## config.mk

```make
export PLATFORM = sky130hd
export DESIGN_NAME = lfsr_keystream_xor_cipher_unit
export DESIGN_NICKNAME = d
export VERILOG_FILES = /design/src/rtl/core/lkxc_pkg.sv /design/src/rtl/core/lfsr_keystream_xor_cipher_unit.sv /design/src/rtl/core/lkxc_in_stage.sv /design/src/rtl/core/lkxc_engine.sv
export SDC_FILE = /design/constraint.sdc
export NUM_CORES = 1
export LEC_CHECK = 0
export ABC_AREA = 1
export ABC_CLOCK_PERIOD_IN_PS = 14500
export BUFFER_PORTS_ARGS = -buffer_cell sky130_fd_sc_hd__buf_2
export CAP_MARGIN = 20
export CORE_MARGIN = 1
export CORE_UTILIZATION = 55
export CTS_CLUSTER_SIZE = 40
export DETAILED_ROUTE_END_ITERATION = 8
export HOLD_SLACK_MARGIN = 0.15
export PLACE_DENSITY = 0.72
export SETUP_SLACK_MARGIN = 0.5
export SKIP_LAST_GASP = 1
export SLEW_MARGIN = 20
export SYNTH_ARGS = -nofsm -noshare
export SYNTH_HDL_FRONTEND = slang
export SYNTH_SLANG_ARGS = --single-unit
```

## constraint.sdc

```tcl
create_clock -name aclk -period 14.5 [get_ports aclk]
set_input_delay 1.45 -clock aclk [delete_from_list [all_inputs] [get_ports aclk]]
set_output_delay 1.45 -clock aclk [all_outputs]
set_load 0.005 [all_outputs]
```

## src/rtl/core/lkxc_pkg.sv

```systemverilog
package lkxc_pkg;

    // Request codes carried in the command field.
    localparam logic CMD_KEY  = 1'b0;
    localparam logic CMD_DATA = 1'b1;

    // Key bytes beyond this count are dropped until the next key start.
    localparam int unsigned MAX_KEY_LENGTH = 65535;
    localparam logic [15:0] MAX_WEIGHT     = 16'(MAX_KEY_LENGTH);

    typedef struct packed {
        logic       command;
        logic       key_start;
        logic [7:0] byte_in;
    } item_t;

    typedef struct packed {
        logic [31:0] state;
        logic [7:0]  ks;
    } lfsr_step_t;

    // Eight Fibonacci steps, taps 31/27/26/0, top bit collected MSB first.
    function automatic lfsr_step_t lfsr_byte(input logic [31:0] r);
        lfsr_step_t res;
        logic [31:0] s;
        s = r;
        res.ks = '0;
        for (int n = 0; n < 8; n++) begin
            res.ks[7-n] = s[31];
            s = {s[30:0], s[0] ^ s[26] ^ s[27] ^ s[31]};
        end
        res.state = s;
        return res;
    endfunction

endpackage

```

## src/rtl/core/lfsr_keystream_xor_cipher_unit.sv

```systemverilog
// LFSR keystream XOR cipher, one byte per request.
//
// Input channel (s_valid/s_ready): s_command selects the request kind.
// A key request (command 0) folds s_byte_in into the 32-bit seed with a
// position weight; s_key_start restarts the seed at zero and weight at one.
// Key requests produce no result. A data request (command 1) clocks the
// LFSR eight times and returns s_byte_in XOR the keystream byte on the
// result channel (m_valid/m_ready, m_byte_out). Encrypt and decrypt are
// the same operation.
//
// A data request passes the input register, then the result register,
// before its result is on m_byte_out for the receiver. Throughput: one
// request per cycle while the receiver does not stall data results.
// Reset (aresetn low, synchronous) empties both registers, clears the seed
// and sets the weight to one. When the receiver stalls, the result holds
// in the output register; key requests keep flowing, and a data request
// waits in the input register until the result slot frees.
module lfsr_keystream_xor_cipher_unit (
    input  logic       aclk,
    input  logic       aresetn,
    input  logic       s_valid,
    output logic       s_ready,
    input  logic       s_command,
    input  logic       s_key_start,
    input  logic [7:0] s_byte_in,
    output logic       m_valid,
    input  logic       m_ready,
    output logic [7:0] m_byte_out
);
    import lkxc_pkg::*;

    item_t s_item;
    item_t item;
    logic  in_vld;
    logic  take;

    // Bundle the request fields for the input register.
    assign s_item = '{command: s_command, key_start: s_key_start, byte_in: s_byte_in};

    lkxc_in_stage u_in_stage (
        .aclk    (aclk),
        .aresetn (aresetn),
        .s_valid (s_valid),
        .s_ready (s_ready),
        .s_item  (s_item),
        .take    (take),
        .in_vld  (in_vld),
        .item    (item)
    );

    // Seed accumulator, LFSR and result register.
    lkxc_engine u_engine (
        .aclk       (aclk),
        .aresetn    (aresetn),
        .in_vld     (in_vld),
        .item       (item),
        .take       (take),
        .m_valid    (m_valid),
        .m_ready    (m_ready),
        .m_byte_out (m_byte_out)
    );

    // An accepted request lands in the input register.
    a_load: assert property (@(posedge aclk) disable iff (!aresetn)
        (s_valid && s_ready) |=> in_vld)
        else $error("accepted request not captured");

    // A waiting request holds until the engine takes it.
    a_hold: assert property (@(posedge aclk) disable iff (!aresetn)
        (in_vld && !take) |=> (in_vld && $stable(item)))
        else $error("pending request lost or changed");

    // A taken data request always yields a result next cycle.
    a_result: assert property (@(posedge aclk) disable iff (!aresetn)
        (take && item.command == CMD_DATA) |=> m_valid)
        else $error("data request produced no result");

    // A key request never raises an empty result slot.
    a_key_silent: assert property (@(posedge aclk) disable iff (!aresetn)
        (take && item.command == CMD_KEY && !m_valid) |=> !m_valid)
        else $error("key request produced a result");

endmodule

```

## src/rtl/core/lkxc_in_stage.sv

```systemverilog
module lkxc_in_stage (
    input  logic              aclk,
    input  logic              aresetn,
    input  logic              s_valid,
    output logic              s_ready,
    input  lkxc_pkg::item_t   s_item,
    input  logic              take,
    output logic              in_vld,
    output lkxc_pkg::item_t   item
);
    import lkxc_pkg::*;

    logic  in_vld_reg;
    item_t item_reg;

    // Refill in the same cycle the engine drains the register.
    assign s_ready = !in_vld_reg || take;
    assign in_vld  = in_vld_reg;
    assign item    = item_reg;

    always_ff @(posedge aclk) begin
        if (!aresetn) begin
            in_vld_reg <= 1'b0;
        end else if (s_valid && s_ready) begin
            in_vld_reg <= 1'b1;
        end else if (take) begin
            in_vld_reg <= 1'b0;
        end
    end

    always_ff @(posedge aclk) begin
        if (s_valid && s_ready) begin
            item_reg <= s_item;
        end
    end

endmodule

```

## src/rtl/core/lkxc_engine.sv

```systemverilog
module lkxc_engine (
    input  logic              aclk,
    input  logic              aresetn,
    input  logic              in_vld,
    input  lkxc_pkg::item_t   item,
    output logic              take,
    output logic              m_valid,
    input  logic              m_ready,
    output logic [7:0]        m_byte_out
);
    import lkxc_pkg::*;

    logic [31:0] shift_reg, shift_next;
    logic [15:0] weight_reg, weight_next;
    logic        out_vld_reg, out_vld_next;
    logic [7:0]  out_byte_reg;

    logic [31:0] seed_base;
    logic [15:0] weight_base;
    logic [23:0] product;
    lfsr_step_t  step;
    logic        is_data;

    always_comb begin
        is_data = (item.command == CMD_DATA);
        // Key requests never touch the output register, so they pass a stall.
        take    = in_vld && (!is_data || !out_vld_reg || m_ready);

        seed_base   = item.key_start ? 32'd0 : shift_reg;
        weight_base = item.key_start ? 16'd1 : weight_reg;
        product     = {16'd0, item.byte_in} * {8'd0, weight_base};
        step        = lfsr_byte(shift_reg);

        shift_next  = shift_reg;
        weight_next = weight_reg;
        if (take) begin
            if (is_data) begin
                shift_next = step.state;
            end else begin
                shift_next = seed_base + {8'd0, product};
                if (weight_base == 16'd0 || weight_base >= MAX_WEIGHT) begin
                    weight_next = 16'd0;
                end else begin
                    weight_next = weight_base + 16'd1;
                end
            end
        end

        if (take && is_data) begin
            out_vld_next = 1'b1;
        end else if (m_ready) begin
            out_vld_next = 1'b0;
        end else begin
            out_vld_next = out_vld_reg;
        end
    end

    always_ff @(posedge aclk) begin
        if (!aresetn) begin
            shift_reg   <= 32'd0;
            weight_reg  <= 16'd1;
            out_vld_reg <= 1'b0;
        end else begin
            shift_reg   <= shift_next;
            weight_reg  <= weight_next;
            out_vld_reg <= out_vld_next;
        end
    end

    always_ff @(posedge aclk) begin
        if (take && is_data) begin
            out_byte_reg <= item.byte_in ^ step.ks;
        end
    end

    assign m_valid    = out_vld_reg;
    assign m_byte_out = out_byte_reg;

endmodule

```

After elaboration in Yosys (flattened, before gate mapping)
Index checks and enable logic that the tools add are counted.
{"block": "op_classes", "reduce_logical": 14, "n_addsub": 2, "bitwise_logic": 26, "magnitude_cmp": 1, "div_mod_pow": 0, "mux": 8, "n_shift": 0, "eq_ne": 0, "n_mul": 1}
{"op": "two-way mux 32 bit", "n": 2}
{"op": "adder 32 x 24 -> 32 bit", "n": 1}
{"op": "two-way mux 16 bit", "n": 2}
{"op": "multiplier 8 x 16 -> 24 bit", "n": 1}
{"op": "XOR 1 bit", "n": 24}
{"op": "adder 16 x 1 -> 16 bit, second input constant", "n": 1}
{"op": ">= comparator 16 bit, second input constant", "n": 1}
{"op": "zero test 16 bit", "n": 1}
{"op": "XOR 8 bit", "n": 1}
{"op": "logical OR 1 bit", "n": 4}
{"op": "two-way mux 1 bit", "n": 4}
{"op": "nonzero test 2 bit", "n": 2}
{"op": "logical AND 1 bit", "n": 3}
{"op": "zero test 1 bit", "n": 3}
{"op": "AND reduction 2 bit", "n": 1}
{"op": "inverter 1 bit", "n": 1}
{"block": "totals", "wordCells": 60, "memories": 0, "rom_bits": 0, "out_inout_bits": 10, "input_bits": 14, "latch_bits": 0, "ff_bits": 68, "mem_bits_rw": 0}

Depth between registers and ports, before layout
{"block": "depth", "ltp_word": 25, "ltp_mapped": 25, "depth_no_buf": 24}

Hierarchy
From an unflattened synthesis, not the netlist that was laid out.
{"block": "hier_totals", "hier_cells": 1152, "area_unflattened_um2": 8610.8}
{"mod": "lkxc_engine", "instances": 1, "seq_area_each_um2": 1221.2, "area_each_um2": 8259.2, "cells_per_inst": 1135}
{"mod": "lkxc_in_stage", "instances": 1, "seq_area_each_um2": 320.3, "area_each_um2": 351.6, "cells_per_inst": 17}

Least setup slack after synthesis
OpenSTA, ideal clock, no wires.
{"block": "synth_timing", "kind": "register -> register", "from": "register u_in_stage.item_reg (netlist bit u_in_stage.item[8])", "to": "register u_engine.shift_reg[26]", "required_ns": 14.368, "n_path_buf": 2, "stages_incl_launch_ff": 22, "t_arrival_ns": 4.801, "setup_ns": 0.132, "synth_period_minus_slack_ns": 4.933, "setup_slack_ns": 9.567, "path_cell_list": "edfxtp_1 > buf_6 > buf_6 > nor2_1 > inv_1 > nor2_1 > fa_1 > fa_1 > fa_1 > inv_1 > fa_1 > inv_1 > ha_1 > a21o_1 > a31oi_1 > nand2_1 > nand2_1 > nand3_1 > a21o_1 > or2_2 > nand3_1 > a21oi_1"}
{"block": "synth_between", "elab_chain_cells": 4, "word_cells_on_any_way": 5, "classes_between": "add/sub (1); mul (1); mux (3)"}
{"element": "start: declaration", "line_no": "lkxc_in_stage.sv:14", "rtl": "item_t item_reg;"}
{"element": "start signal: assignment", "line_no": "lkxc_in_stage.sv:33", "rtl": "item_reg <= s_item;"}
{"element": "two-way mux 16 bit", "line_no": "lkxc_engine.sv:30", "rtl": "weight_base = item.key_start ? 16'd1 : weight_reg;"}
{"element": "multiplier 8 x 16 -> 24 bit", "line_no": "lkxc_engine.sv:31", "rtl": "product = {16'd0, item.byte_in} * {8'd0, weight_base};"}
{"element": "adder 32 x 24 -> 32 bit *", "line_no": "lkxc_engine.sv:40", "rtl": "shift_next = seed_base + {8'd0, product};"}
{"element": "two-way mux 32 bit *", "line_no": "lkxc_engine.sv:37", "rtl": "if (is_data) begin"}
{"element": "end signal: assignment", "line_no": "lkxc_engine.sv:64", "rtl": "shift_reg <= shift_next;"}
{"element": "end: declaration", "line_no": "lkxc_engine.sv:13", "rtl": "logic [31:0] shift_reg, shift_next;"}
Mark *: on every way between the ends. The rest lies on a longest branch, timed or not.
A chain may end at the register's enable or synchronous reset.

Final worst setup path
{"block": "layout_timing", "from": "register u_in_stage.item_reg (netlist bit u_in_stage.item[8])", "to": "register u_engine.shift_reg[29]"}
Same word-level chain as after synthesis.

==> metrics.md <==
| Metric | Value |
|---|---|
| I/O pin cnt | 24 |
| Clock skew | roughly 0.0086 ns |
| GRT met2 Usage | slightly below 50% |
| Register area share after synthesis | 18.30% |
| Final Net Count | roughly 1300 |
| FF+latch count, synth | 68 |
| Max reg flops | 32 |
| Initial Util | a little under three fifths |
| Top cells by area, synth | fa_1, dfxtp_1, inv_1 |
| Area share of the largest cell type after synthesis | between 20% and 30% |
| Unique cell type count in the Yosys netlist | 47 |
| First-pass GRT wire length | 38.62 mm |
| Root Driver | clkbuf_16 |
| Hold Buf Count CTS | 0 |
| DR WL/cell | 17.32 um |
| Num Clock Sinks | 68 |
| Synth Area per Inst | 7.423 um^2 |
| Final Wtd Congestion | 0.9343 |
| Most used routing layer | met2 |
| Asr flop ratio synth | 0% |
| Clk buf depth | 2 |
| Worst setup path category | flip-flop to flip-flop |
| Core area | 0.01475 mm^2 |
| GRT Residual Overflow | 0 |
| Actual slew at the worst max-slew pin | approximately 1.0 ns |
| Via count | 7397 |
| Die Y | around 130 um |
| Maximum VDD drop | 0.05181 mV |
| Share of cells above drive strength 1 | 6.794% |
| Clock transition at the registers of the reported paths | 0.06 ns |
| Relative slew slack | between 30% and 40% |
| Final antenna-violating net count | 0 |
| Reg-to-reg slack, setup | roughly 8.7 ns |
| I/O Buffers | 23 |
| Yosys warns | 0 |
| GRT Total Usage | roughly a third |
| Synth area leader | fa_1 |
| Worst Path Required | 14.71 ns |
| Die width | 125.8 um |
| CP arrival | between 6 and 7 ns |
| Pin count of the biggest net entering global routing | 42 |
| Post-CTS setup buffers | 0 |
| DR pass1 iterations | 5 |
| Routed WL | 23.08 mm |
| GRT met1 Usage | 44.12% |
| Vias per Instance | about 5.6 |
| Top post-synthesis cells by count | inv_1, nand2_1, nor2_1 |
| Cell area after synthesis | 0.008426 mm^2 |
| Fmax | 0.1715 GHz |
| Min-delay worst type | flip-flop to flip-flop |
| Area growth, synth to finish | 6.593% |
| Antenna Cells | 0 |
| Min cycle time layout | roughly 5.8 ns |
| Starting DRT DRC Count | 615 |
| CTS tree | yes |
| Number of global-route vias before repair | 7434 |
| Slew Limit Fails | 0 |
| Post-route insts no fill | ~1300 |
| Resize count post-CTS | 0 |
| Setup TNS | 0 ns |
| Mapped Nets | 1306 |
| Placed insts | roughly 1300 |
| Total CTS buffers | 9 |
| Final hold vios | 0 |
| Skew-Pair Late Insertion Delay | 0.34 ns |
| Critical Path End Type | flip-flop |
| Met3 usage | 6.712% |
| Post-synth EDFFs | 18 |
| PwrDens | 54.33 mW/mm^2 |
| Status | finished, final reports clean |
| Final Cycle Share | 40.20% |
| DRC viols | 0 |
| Pleak | 4.350 nW |
| Antenna violations before repair | 0 |
| RSZ-0062 raised after global routing | no |
| Final setup vio count | 0 |
| HPWL after detailed placement | 18.09 mm |
| CP Launch Type | flip-flop |
| H-tree lvl count | 3 |
| Syn Inst Count | 1135 |
| Main synth FF type | dfxtp_1 |
| Crit-path max FO | 27 |
| Row count | 44 |
| Die footprint | 0.01582 mm^2 |
| Max Cap Violations | 0 |
| Count leader, synth | inv_1 |
==> critical path, stage by stage, from the launching register on <==
cell and delay, ns:
edfxtp_1 0.32, buf_4 0.38, clkinv_4 0.34, nand2_1 0.37
inv_1 0.19, nand2_1 0.13, fa_1 0.41, fa_1 0.50
inv_1 0.06, fa_1 0.53, inv_1 0.06, fa_1 0.54
inv_1 0.05, ha_1 0.36, nand2_1 0.09, o21ai_0 0.30
a21oi_1 0.09, o21bai_1 0.30, nand3_1 0.12, nand3_1 0.21
nand3_1 0.11, a31oi_1 0.18, nor2_1 0.05
==> final timing paths <==
path                                              from                     end  depth (start not counted)
worst max-delay path                u_in_stage.item[8]  u_engine.shift_reg[29]                         22
worst min-delay path            u_engine.weight_reg[1]  u_engine.weight_reg[1]                          2
worst max register to register      u_in_stage.item[8]  u_engine.shift_reg[29]                         22
worst min register to register  u_engine.weight_reg[1]  u_engine.weight_reg[1]                          2
==> routing by layer <==
metal,part of all wire (%),vias to the layer above
li1,-,3532
met1,44,3533
met2,45,287
met3,7.9,45
met4,3.4,0
met5,0,-
==> metrics by stage <==
stage	setup WS (ns)	area (um^2)	hold slack [ns]	util (%)	total power, mW
floorplan	9.567	8426	0.4453	-	0.2418
global placement	8.855	8675	0.4542	58.79	0.2592
detailed placement	8.780	8675	0.4592	58.79	0.2600
CTS	8.770	8981	0.4680	60.87	0.4890
global route	8.299	8981	0.4928	60.87	0.5048
finish	8.671	8981	0.4735	60.87	0.4879
==> placed cells by master, fill, tap and decap left out, types with 9 or more instances in the layout <==
| master | Yosys | routed |
|---|---|---|
| a31oi_1 | 21 | 21 |
| nand3_1 | 45 | 45 |
| xor2_1 | 21 | 21 |
| clkbuf_16 | 0 | 9 |
| a21oi_1 | 70 | 70 |
| ha_1 | 51 | 51 |
| inv_1 | 238 | 238 |
| nand2_1 | 210 | 210 |
| o21ai_0 | 44 | 44 |
| edfxtp_1 | 18 | 18 |
| fa_1 | 106 | 106 |
| buf_2 | 1 | 23 |
| dfxtp_1 | 50 | 50 |
| nor2_1 | 146 | 145 |
==> layout make-up <==
class	count	area, um^2
clock inverter	7	81.33
clock buffer	9	225.2
fill	1380	5773
sequential	68	1541
tap	184	230.2
timing repair buffer	28	152.6
inverter	243	922.1
multi-input combinational	793	5828
==> kinds of logic after synthesis <==
family          after synthesis  synth area share (%)
buf+inv                     274                 12.56
fa+ha+maj                   157                 32.76
xor+xnor                     29                 3.015
flops                        68                 18.30
simple gates                450                 23.02
compound gates              157                 10.35
==> power breakdown <==
group	switching, mW	internal, mW	total (mW)	leakage [nW]
sequential	0.00695	0.199	0.206	0.575
clock	0.0950	0.136	0.231	0.147
combinational	0.0362	0.0148	0.0510	3.63
total	0.138	0.350	0.488	4.35
No activity file was read; power rests on OpenSTA's default activity.
